## src/sv/aup2_pkg.sv

```systemverilog
// Shared types and constants for the upsample-by-two interpolator.
package aup2_pkg;

  localparam int unsigned SMP_W   = 16;
  localparam int unsigned FMT_W   = 3;
  localparam int unsigned MAX_RES = 4;
  localparam int unsigned CNT_W   = 3;
  localparam int unsigned IDX_W   = 2;

  localparam logic [FMT_W-1:0] FMT_U8    = 3'd0;
  localparam logic [FMT_W-1:0] FMT_S8    = 3'd1;
  localparam logic [FMT_W-1:0] FMT_S16   = 3'd2;
  localparam logic [FMT_W-1:0] FMT_U16   = 3'd3;
  localparam logic [FMT_W-1:0] FMT_DUP16 = 3'd4;

  localparam logic signed [18:0] U8_LO  = 19'sd0;
  localparam logic signed [18:0] U8_HI  = 19'sd255;
  localparam logic signed [18:0] S8_LO  = -19'sd128;
  localparam logic signed [18:0] S8_HI  = 19'sd127;
  localparam logic signed [18:0] S16_LO = -19'sd32768;
  localparam logic signed [18:0] S16_HI = 19'sd32767;
  localparam logic signed [18:0] U16_LO = 19'sd0;
  localparam logic signed [18:0] U16_HI = 19'sd65535;

  typedef struct packed {
    logic [CNT_W-1:0]                cnt;
    logic [MAX_RES-1:0][SMP_W-1:0]   smp;
    logic [MAX_RES-1:0]              done;
  } res_set_t;

endpackage

```

## src/sv/audio_upsample_by_two_interp.sv

```systemverilog
// Top level of the upsample-by-two linear interpolator.
// An item is first registered, then its results are loaded into the result buffer and
// handed out from there, one result per cycle while out_stall is low. An item that
// only gets held yields no results; the result buffer drain sets the rate.
// Reset (synchronous, rst_n low): nothing held, buffers empty, sample_format signed 16.
module audio_upsample_by_two_interp (
  input  logic                       clk,
  input  logic                       rst_n,
  input  logic                       cfg_wr_en,
  input  logic [aup2_pkg::FMT_W-1:0] cfg_wr_data,
  input  logic                       in_valid,
  output logic                       in_stall,
  input  logic [aup2_pkg::SMP_W-1:0] in_sample_in,
  input  logic                       in_end_of_run,
  output logic                       out_valid,
  input  logic                       out_stall,
  output logic [aup2_pkg::SMP_W-1:0] out_sample_out,
  output logic                       out_run_done
);

  logic [aup2_pkg::FMT_W-1:0] fmt_r;
  logic                       in_valid_r;
  logic [aup2_pkg::SMP_W-1:0] smp_r;
  logic                       last_r;
  logic [aup2_pkg::SMP_W-1:0] held_r;
  logic                       held_valid_r;
  logic                       held_valid_nxt;
  logic                       can_load;
  logic                       consume;
  logic                       accept;
  aup2_pkg::res_set_t         res;

  assign consume  = in_valid_r && can_load;
  assign in_stall = in_valid_r && !can_load;
  assign accept   = in_valid && !in_stall;

  always_ff @(posedge clk) begin
    if (!rst_n) begin
      fmt_r        <= aup2_pkg::FMT_S16;
      in_valid_r   <= 1'b0;
      held_valid_r <= 1'b0;
      held_r       <= '0;
    end else begin
      if (cfg_wr_en) begin
        fmt_r <= cfg_wr_data;
      end
      in_valid_r <= (in_valid_r && !consume) || accept;
      if (consume) begin
        held_valid_r <= held_valid_nxt;
        held_r       <= smp_r;
      end
    end
  end

  always_ff @(posedge clk) begin
    if (accept) begin
      smp_r  <= in_sample_in;
      last_r <= in_end_of_run;
    end
  end

  aup2_calc u_calc (
    .smp            (smp_r),
    .last           (last_r),
    .held           (held_r),
    .held_valid     (held_valid_r),
    .fmt            (fmt_r),
    .res            (res),
    .held_valid_nxt (held_valid_nxt)
  );

  aup2_res_buf u_res_buf (
    .clk        (clk),
    .rst_n      (rst_n),
    .load       (consume),
    .load_set   (res),
    .can_load   (can_load),
    .out_valid  (out_valid),
    .out_stall  (out_stall),
    .out_sample (out_sample_out),
    .out_done   (out_run_done)
  );

  stall_needs_item: assert property (@(posedge clk) disable iff (!rst_n)
    in_stall |-> in_valid_r)
    else $error("input stalled with empty input register");

  run_end_clears_hold: assert property (@(posedge clk) disable iff (!rst_n)
    consume && last_r |=> !held_valid_r)
    else $error("sample still held after end of run");

  mid_run_holds_sample: assert property (@(posedge clk) disable iff (!rst_n)
    consume && !last_r && (fmt_r == aup2_pkg::FMT_S16) |=>
      held_valid_r && (held_r == $past(smp_r)))
    else $error("mid-run sample not held");

endmodule

```

## src/sv/aup2_calc.sv

```systemverilog
// Result computation for one item: interpolation, extrapolation and duplication.
module aup2_calc (
  input  logic [aup2_pkg::SMP_W-1:0] smp,
  input  logic                       last,
  input  logic [aup2_pkg::SMP_W-1:0] held,
  input  logic                       held_valid,
  input  logic [aup2_pkg::FMT_W-1:0] fmt,
  output aup2_pkg::res_set_t         res,
  output logic                       held_valid_nxt
);

  logic              dup;
  logic              narrow;
  logic signed [16:0] s_dec;
  logic signed [16:0] h_dec;
  logic signed [17:0] sum;
  logic signed [17:0] mean;
  logic signed [17:0] diff;
  logic signed [17:0] quot;
  logic signed [18:0] ex;
  logic signed [18:0] lo;
  logic signed [18:0] hi;
  logic signed [18:0] ex_sat;
  logic [aup2_pkg::SMP_W-1:0] enc_h;
  logic [aup2_pkg::SMP_W-1:0] enc_s;
  logic [aup2_pkg::SMP_W-1:0] enc_mean;
  logic [aup2_pkg::SMP_W-1:0] enc_ex;

  function automatic logic signed [16:0] decode(input logic [15:0] raw,
                                                input logic [2:0] f);
    logic signed [16:0] v;
    case (f)
      aup2_pkg::FMT_U8:  v = $signed({9'd0, raw[7:0]});
      aup2_pkg::FMT_S8:  v = $signed({{9{raw[7]}}, raw[7:0]});
      aup2_pkg::FMT_S16: v = $signed({raw[15], raw});
      default:           v = $signed({1'b0, raw});
    endcase
    return v;
  endfunction

  assign dup    = (fmt != aup2_pkg::FMT_U8) && (fmt != aup2_pkg::FMT_S8) &&
                  (fmt != aup2_pkg::FMT_S16) && (fmt != aup2_pkg::FMT_U16);
  assign narrow = (fmt == aup2_pkg::FMT_U8) || (fmt == aup2_pkg::FMT_S8);

  always_comb begin
    s_dec = decode(smp, fmt);
    h_dec = decode(held, fmt);
    sum   = $signed({s_dec[16], s_dec}) + $signed({h_dec[16], h_dec});
    mean  = (sum + $signed({17'd0, sum[17]})) >>> 1;
    diff  = $signed({s_dec[16], s_dec}) - $signed({h_dec[16], h_dec});
    quot  = (diff + (diff[17] ? 18'sd7 : 18'sd0)) >>> 3;
    ex    = $signed({{2{s_dec[16]}}, s_dec}) + $signed({quot[17], quot});
    unique case (fmt)
      aup2_pkg::FMT_U8:  begin lo = aup2_pkg::U8_LO;  hi = aup2_pkg::U8_HI;  end
      aup2_pkg::FMT_S8:  begin lo = aup2_pkg::S8_LO;  hi = aup2_pkg::S8_HI;  end
      aup2_pkg::FMT_S16: begin lo = aup2_pkg::S16_LO; hi = aup2_pkg::S16_HI; end
      default:           begin lo = aup2_pkg::U16_LO; hi = aup2_pkg::U16_HI; end
    endcase
    if (!held_valid) begin
      ex_sat = $signed({{2{s_dec[16]}}, s_dec});
    end else if (ex > hi) begin
      ex_sat = hi;
    end else if (ex < lo) begin
      ex_sat = lo;
    end else begin
      ex_sat = ex;
    end
    enc_h    = narrow ? {8'd0, held[7:0]}   : held;
    enc_s    = narrow ? {8'd0, smp[7:0]}    : smp;
    enc_mean = narrow ? {8'd0, mean[7:0]}   : mean[15:0];
    enc_ex   = narrow ? {8'd0, ex_sat[7:0]} : ex_sat[15:0];

    res      = '0;
    held_valid_nxt = 1'b0;
    if (dup) begin
      if (held_valid) begin
        res.cnt     = 3'd4;
        res.smp[0]  = held;
        res.smp[1]  = held;
        res.smp[2]  = smp;
        res.smp[3]  = smp;
        res.done[3] = last;
      end else begin
        res.cnt     = 3'd2;
        res.smp[0]  = smp;
        res.smp[1]  = smp;
        res.done[1] = last;
      end
    end else if (held_valid) begin
      res.smp[0] = enc_h;
      res.smp[1] = enc_mean;
      if (last) begin
        res.cnt     = 3'd4;
        res.smp[2]  = enc_s;
        res.smp[3]  = enc_ex;
        res.done[3] = 1'b1;
      end else begin
        res.cnt        = 3'd2;
        held_valid_nxt = 1'b1;
      end
    end else if (last) begin
      res.cnt     = 3'd2;
      res.smp[0]  = enc_s;
      res.smp[1]  = enc_ex;
      res.done[1] = 1'b1;
    end else begin
      held_valid_nxt = 1'b1;
    end
  end

endmodule

```

## src/sv/aup2_res_buf.sv

```systemverilog
// Result buffer: holds the results of one item and hands them out in order.
module aup2_res_buf (
  input  logic                       clk,
  input  logic                       rst_n,
  input  logic                       load,
  input  aup2_pkg::res_set_t         load_set,
  output logic                       can_load,
  output logic                       out_valid,
  input  logic                       out_stall,
  output logic [aup2_pkg::SMP_W-1:0] out_sample,
  output logic                       out_done
);

  aup2_pkg::res_set_t             set_r;
  logic [aup2_pkg::CNT_W-1:0]     pend_r;
  logic [aup2_pkg::CNT_W-1:0]     pend_nxt;
  logic [aup2_pkg::IDX_W-1:0]     idx_r;
  logic [aup2_pkg::IDX_W-1:0]     idx_nxt;
  logic                           fire;

  assign out_valid  = (pend_r != '0);
  assign fire       = out_valid && !out_stall;
  assign can_load   = (pend_r == '0) || ((pend_r == 3'd1) && fire);
  assign out_sample = set_r.smp[idx_r];
  assign out_done   = set_r.done[idx_r];

  always_comb begin
    pend_nxt = pend_r;
    idx_nxt  = idx_r;
    if (load) begin
      pend_nxt = load_set.cnt;
      idx_nxt  = '0;
    end else if (fire) begin
      pend_nxt = pend_r - 3'd1;
      idx_nxt  = idx_r + 2'd1;
    end
  end

  always_ff @(posedge clk) begin
    if (!rst_n) begin
      pend_r <= '0;
      idx_r  <= '0;
    end else begin
      pend_r <= pend_nxt;
      idx_r  <= idx_nxt;
    end
  end

  always_ff @(posedge clk) begin
    if (load) begin
      set_r <= load_set;
    end
  end

  pending_bound: assert property (@(posedge clk) disable iff (!rst_n)
    pend_r <= 3'd4)
    else $error("result count out of range");

  load_only_when_free: assert property (@(posedge clk) disable iff (!rst_n)
    load |-> can_load)
    else $error("result buffer overwritten");

  drain_advances: assert property (@(posedge clk) disable iff (!rst_n)
    fire && !load |=> pend_r == $past(pend_r) - 3'd1)
    else $error("result count did not advance");

endmodule

```

## config.mk

```make
export PLATFORM = sky130hd
export DESIGN_NAME = audio_upsample_by_two_interp
export DESIGN_NICKNAME = d
export VERILOG_FILES = /design/src/sv/aup2_pkg.sv /design/src/sv/audio_upsample_by_two_interp.sv /design/src/sv/aup2_calc.sv /design/src/sv/aup2_res_buf.sv
export SDC_FILE = /design/constraint.sdc
export NUM_CORES = 1
export LEC_CHECK = 0
export ABC_CLOCK_PERIOD_IN_PS = 18300
export BUFFER_PORTS_ARGS = -buffer_cell sky130_fd_sc_hd__buf_2
export CAP_MARGIN = 10
export CORE_AREA = 8 8 162 164
export CTS_BUF_LIST = sky130_fd_sc_hd__clkbuf_8
export DETAILED_ROUTE_END_ITERATION = 16
export DIE_AREA = 0 0 170 172
export HOLD_SLACK_MARGIN = 0.15
export SYNTH_ARGS = -nofsm -noshare
export SYNTH_HDL_FRONTEND = slang
export SYNTH_HIERARCHICAL = 1
export SYNTH_SLANG_ARGS = --single-unit
```

## constraint.sdc

```tcl
create_clock -name clk -period 18.3 [get_ports clk]
set_clock_uncertainty 0.2 [all_clocks]
set_input_delay 0 -clock clk [delete_from_list [all_inputs] [get_ports clk]]
set_output_delay 0 -clock clk [all_outputs]
set_load 0.1 [all_outputs]
```

==> summary.txt, run 1 <==
Final setup fails: 0
Drt pass-1 iters: 5
Critical path data arrival time: 9.58 ns
Die height: 172 µm
Yosys reg bits: 111
Synth unique cells: 94
Internal power: 0.822 mW
Cell family with most CP delay: simple AND/OR/NAND/NOR gates
Net Sw Power: 0.942 mW
Crit path max fanout: 21
Cts repair resizes: 0
Wire length of the first global-routing pass: 42.1 mm
Fin crit share: 52.6%
CTS sink cnt: 111
Share of the synthesized area in the top cell type: 27.3%
CP dominant cell by count: ha_1
CP max-delay cell: dfxtp_1
Most numerous cell in the Yosys netlist: edfxtp_1
P&R area growth vs syn: 11.6%
Total power: 1.76 mW
Min Tclk post-route: 9.63 ns
Final Hold Viols: 0
Post-route DRC: 0
CTS tree: built
RSZ-0062 raised after global routing: false
Synth top cells by count: edfxtp_1, ha_1, nand2_1
Routed WL: 27.0 mm
Site Rows: 57
Comb power frac: 70.6%
Max-slew violations: 0
EDFF count, synth: 85
Worst setup SP type: flop
Post-DRT Antenna Nets: 0
Placer Congestion: 0.965
H-tree levels: 3
CTS Buffer Depth: 2
Vias in the first global route: 7569
Sequential share of the synthesized area: 32.9%
Die Wd: 170 µm
Synth Instances: 998
Port Buffers: 43
Clk network pwr share: 7.9%
CTS Buf Count: 9
Switching Fraction: 53.4%
Cell chosen for the clock root: clkbuf_8
Sequential Power Share: 21.5%
WHS: 0.300 ns
Cell taking the most area after synthesis: edfxtp_1
Max cap viols: 0
IO Count: 44
Synth Cell Area: 9340 µm²
Top area cells in the synthesized netlist: edfxtp_1, ha_1, dfxtp_1
Worst Hold Class: reg -> reg
Remaining Overflow, GRT: 0
Synth Warn #: 6
Async SR Flop Fraction: 0%
Tot GR Track Use: 18.3%
Wire length per cell: 19.4 µm
Share of cells above drive strength 1: 12.2%
Power density cells: 169 nW/µm²
Worst path bufs/invs: 4
Number of DRC markers in iteration 0: 669
Largest net degree at the start of global routing: 87
Critical path class: reg -> reg
Ys flop type: edfxtp_1
CORE AREA: 23800 µm²
Max IR drop VDD: 0.0913 mV
Later-pin clock latency in the skew report: 0.39 ns
Largest stage delay, worst path: 0.79 ns
LEAKAGE: 4.06 nW
FMAX: 0.104 GHz
Slew headroom: 23.1%
Setup TNS: 0 ns
Initial antenna violation count: 0
Vias: 8020
NumNets Final: 1166
Die area: 29200 µm²
Mean Syn Cell Area: 9.36 µm²
# diodes: 0
Worst-Margin Slew: 1.15 ns
Starting density of the core: 39.2%
Routed vias/inst: 5.77
Critical Path Sink Type: flop
Worst EP required: 18.25 ns
Reg clk slew, reported paths: 0.10 ns
Hpwl dp: 20.2 mm
Status: completed
## worst paths after layout
kind | from | endpoint | slack [ns] | cells past startpoint
min | held_r[9]$_SDFFE_PN0P_ | held_r[9]$_SDFFE_PN0P_ | 0.30 | 2
max | fmt_r[2]$_SDFFE_PN0P_ | u_res_buf/set_r[67]$_DFFE_PP_ | 8.67 | 35
max reg2reg | fmt_r[2]$_SDFFE_PN0P_ | u_res_buf/set_r[67]$_DFFE_PP_ | 8.67 | 35
min reg2reg | held_r[9]$_SDFFE_PN0P_ | held_r[9]$_SDFFE_PN0P_ | 0.30 | 2
## tightest hold or removal path, delay by kind of cell (launching register included)
| family | cells | cell delay, ns |
|---|---|---|
| flops | 1 | 0.35 |
| simple gates | 1 | 0.06 |
| compound gates | 1 | 0.06 |
## metal layers
layer	wire [µm]	part of all wire, %	up-vias	global-route usage [%]
met4	689	2.5	0	6.33
met2	12800	47	222	30.9
li1	-	-	3854	-
met1	12200	45	3901	23.9
met3	1310	4.8	43	2.42
met5	0	0	-	0
## power groups by stage
stage / Clock [mW] / Combinational [mW] / Sequential (mW)
floorplan: 0 / 0.952 / 0.361
global placement: 0 / 1.21 / 0.385
detailed placement: 0 / 1.21 / 0.385
CTS: 0.143 / 1.23 / 0.380
global route: 0.151 / 1.36 / 0.384
finish: 0.139 / 1.24 / 0.380
## per-stage QoR
step / instances / utilization (%) / setup slack, ns / cell area (µm²)
2_1_floorplan: 1000 / - / 10.30 / 9340
3_3_place_gp: 1325 / 40.9 / 9.06 / 9750
3_5_place_dp: 1325 / 40.9 / 8.84 / 9750
4_1_cts: 1390 / 43.7 / 8.79 / 10400
5_1_grt: 1390 / 43.7 / 7.99 / 10400
6_report: 1390 / 43.7 / 8.67 / 10400
## sequential cells by signal, indices dropped and copies added, names as in the netlist
register,flops
last_r,1
fmt_r,3
u_res_buf/set_r,68
u_res_buf/idx_r,2
held_valid_r,1
in_valid_r,1
u_res_buf/pend_r,3
smp_r,16
held_r,16
## area by class of cell
cell class              count  area (µm²)
fillers                  2341       13400
multi-input cells         787        5800
flip-flops and latches    111        3070
repair buffers             99         758
well taps                 324         405
inverters                  53         199
clock buffers              10         138
clock inverters             6        42.5
## cells in the final DEF (no fill, tap or decap), types with 8 or more instances in the layout
master         count
nor3_1            29
o21ai_2            9
or2_2             13
nand2_1           77
mux4_1             8
a21oi_1           63
and3_1            10
xnor2_1           38
dlygate4sd3_1     49
edfxtp_1          85
buf_2             43
a31oi_1           10
nor2_1            55
nand3_1           20
nand4_1           22
mux2i_1           10
or3_1             14
and2_1            15
a21o_1            32
inv_1             48
o21ai_0           59
o22ai_1           10
o21a_1            15
dfxtp_1           25
a211oi_1          11
clkbuf_8          10
xor2_1            16
ha_1              77
nor2b_1           25
mux4_2             9
## cells by family (layout without fill, tap and decap cells)
group	Yosys count	count (layout)	share of synthesized area [%]
buf+inv	102	168	5.07
mux	33	33	6.22
simple gates	331	331	19.1
xor+xnor	54	54	5.07
compound gates	286	286	20.7
other cells	1	3	0.0402
flops	111	111	32.9
fa+ha+maj	80	80	11.0
## what timing repair did
| action | in CTS | in global routing |
|---|---|---|
| endpoints found under the setup margin | 0 | 0 |
| hold buffers | 49 | 0 |
| endpoints found under the hold margin | 60 | 0 |
| buffers inserted | 0 | 0 |
No activity file was read; power rests on OpenSTA's default activity.
==> run 2, diff against run 1 <==
- ABC_AREA: unset -> 1
- ABC_CLOCK_PERIOD_IN_PS: 18300 -> 8200
- CORE_AREA: 8 8 162 164 -> 8 8 167 169
- DIE_AREA: 0 0 170 172 -> 0 0 175 177
- clock period: 18.3 -> 8.2 ns (I/O delays scaled with it)
==> summary.txt, run 2 <==
Routed WL: 31.9 mm (+18%)
Hpwl dp: 25.0 mm (+24%)
Worst r2r path cells: 45 (+29%)
Final Hold Viols: 0 (unchanged)
Largest stage delay, worst path: 0.41 ns (-0.38 ns)
Biggest regs: u_res_buf/set_r x68, held_r x16, smp_r x16
Site Rows: 59 (+3.5%)
Routed vias/inst: 5.28 (-8.5%)
Min-delay src: cfg_wr_en
Synth Warn #: 6 (unchanged)
Register area: 3070 µm² (unchanged)
Status: completed
Share of cells above drive strength 1: 9.08% (-3.1 points)
Crit path from: fmt_r[1]$_SDFFE_PN1P_
Ys flop type: edfxtp_1
Worst EP required: 8.15 ns (-10.10 ns)
Largest net degree at the start of global routing: 76 (-13%)
Max-slew violations: 0 (unchanged)
Busiest grt layer: met2
Vias in the first global route: 9350 (+24%)
Vias: 9672 (+21%)
Critical path class: reg -> reg
Wire length of the first global-routing pass: 50.8 mm (+21%)
Slew headroom: 36.7% (+14 points)
Commonest non-fill, non-tap cell in the layout: nand2_1
CTS Buf Count: 9 (unchanged)
Met2 GRT Util: 33.9% (+2.9 points)
Worst r2r src: fmt_r[1]$_SDFFE_PN1P_
Port Buffers: 43 (unchanged)
Async SR Flop Fraction: 0% (unchanged)
Post-DRT Antenna Nets: 0 (unchanged)
Number of DRC markers in iteration 0: 939 (+40%)
Synth unique cells: 56 (-40%)
Area of the multi-input gates: 5790 µm² (-0.26%)
Most flops, register: u_res_buf/set_r
Setup crit end: u_res_buf/set_r[59]$_DFFE_PP_
Cell chosen for the clock root: clkbuf_8
Reg clk slew, reported paths: 0.10 ns (about the same)
P&R area growth vs syn: 11.8%
Die height: 177 µm (+2.9%)
Tot GR Track Use: 20.6% (+2.2 points)
Initial antenna violation count: 0 (unchanged)
RSZ-0062 raised after global routing: false
NumNets Final: 1599 (+37%)
Mean Syn Cell Area: 6.98 µm² (-25%)
CORE AREA: 25500 µm² (+6.9%)
Setup TNS: 0 ns (unchanged)
Drt pass-1 iters: 5 (unchanged)
Post-route DRC: 0 (unchanged)
WHS: 0.282 ns (-0.0182 ns)
Sequential share of the synthesized area: 31.1% (-1.8 points)
Layout Cells excl Fill: 1833 (+32%)
Die area: 31000 µm² (+5.9%)
Fin crit share: 92.5% (+40 points)
Reg-to-Reg End: u_res_buf/set_r[59]$_DFFE_PP_
Critical Path Sink Type: flop
R2R Setup Slk: 0.61 ns (-8.05 ns)
FMAX: 0.132 GHz (+27%)
Cell taking the most area after synthesis: edfxtp_1
Worst Hold Class: in -> reg
CTS sink cnt: 111 (unchanged)
FILL cells: 2646 (+13%)
Commonest cells after routing, fill and taps aside: nand2_1, inv_1, nor2_1, nand3_1, edfxtp_1
EDFF count, synth: 85 (unchanged)
Critical path data arrival time: 7.53 ns (-2.05 ns)
Synth Instances: 1417 (+42%)
Later-pin clock latency in the skew report: 0.39 ns (about the same)
Placed inst area: 10300 µm² (+6.2%)
Share of the synthesized area in the top cell type: 25.8% (-1.5 points)
Min Tclk post-route: 7.59 ns (-2.05 ns)
Placer Congestion: 0.987 (+2.3%)
CP dominant cell by count: nand2_1
H-tree levels: 3 (unchanged)
Starting density of the core: 38.8% (-0.38 points)
Synth Cell Area: 9890 µm² (+5.9%)
DP Cell Count: 1769 (+34%)
Worst-Margin Slew: 0.949 ns (-0.199 ns)
CTS Buffer Depth: 2 (unchanged)
CTS tree: built
Remaining Overflow, GRT: 0 (unchanged)
Worst setup SP type: flop
GR met3 Demand/Resource: 2.86% (+0.44 points)
Global Route met1 Usage: 28.0% (+4.1 points)
Largest register FFs: 68 (unchanged)
Crit path max fanout: 11 (-48%)
Max cap viols: 0 (unchanged)
Die Wd: 175 µm (+2.9%)
Top area cells in the synthesized netlist: edfxtp_1, nand2_1, ha_1
# diodes: 0 (unchanged)
Synth top cells by count: nand2_1, inv_1, nor2_1
CP max-delay cell: dfxtp_2
IO Count: 44 (unchanged)
Yosys reg bits: 111 (unchanged)
Design Area, Final: 11100 µm² (+6.1%)
Wire length per cell: 17.4 µm (-10%)
Final setup fails: 0 (unchanged)
Most numerous cell in the Yosys netlist: nand2_1
-- run 2: changes by cell type in the layout (fill, tap and decap cells not counted), moves of 13 or more --
cell     before  now
a21o_1       32    0
and2_1       15    2
inv_1        48  190
nand2_1      77  351
nand3_1      20   85
nor2_1       55  173
nor2b_1      25    0
o21a_1       15    2
o21ai_0      59   83
o21ai_1       5   32
or3_1        14    0
xnor2_1      38    6
xor2_1       16   31
-- run 2: worst min path at each step --
stage	end	slack [ns]	depth (start not counted)
after floorplan	last_r$_DFFE_PP_	-0.10	0
after global placement	smp_r[5]$_DFFE_PP_	-0.02	1
after detailed placement	smp_r[5]$_DFFE_PP_	-0.02	1
after CTS	fmt_r[0]$_SDFFE_PN0P_	0.25	4
after global routing	fmt_r[0]$_SDFFE_PN0P_	0.33	4
final	fmt_r[0]$_SDFFE_PN0P_	0.28	4
-- run 2: critical path: cells and delay by family (launching register included) --
kind	cells	cell delay [ns]
buffers and inverters	5	0.56
AOI/OAI and AO/OA	5	1.01
DFF	1	0.41
adders and majority gates	4	1.33
and+or+nand+nor	30	3.68
xor gates and xnor gates	1	0.16
-- run 2: per-stage QoR --
stage | worst slack, ns | utilization [%]
2_1_floorplan | 1.34 | -
3_3_place_gp | 0.406 | 40.6
3_5_place_dp | 0.224 | 40.6
4_1_cts | 0.186 | 43.2
5_1_grt | 0.0476 | 43.4
6_report | 0.615 | 43.4
-- run 2: logic make-up (layout without fill, tap and decap cells) --
logic type	after synthesis	after routing	synth area share (%)
AO/OA/AOI/OAI	238	238	13.5
XOR/XNOR	39	39	3.61
adder cells (fa/ha/maj)	80	80	10.4
buffers and inverters	248	327	10.9
flip-flops	111	111	31.1
other	1	3	0.0379
AND/OR/NAND/NOR	700	700	30.5
-- run 2: what timing repair did --
item	in CTS	in global routing
buffers inserted	0	0
endpoints found under the hold margin	60	0
endpoints found under the setup margin	0	16
hold buffers	48	0
gates resized for setup	0	16
-- run 2: final cells by class --
type / instances / area share (%)
inverter: 205 / 7.08
clock inverter: 6 / 0.453
tap: 335 / 3.79
multi-input combinational: 1060 / 52.4
clock buffer: 9 / 1.12
sequential: 111 / 27.8
timing repair buffer: 107 / 7.38
-- run 2: metal layers --
metal  up-vias  part of all wire (%)
met5         -                     0
li1       4800                     -
met3        54                   7.3
met1      4452                    45
met4         0                   2.0
met2       366                    45
Power of run 2 is left out: the tool's default activity adds up to more than one toggle a clock period on the data nets, which glitch-free logic cannot reach.
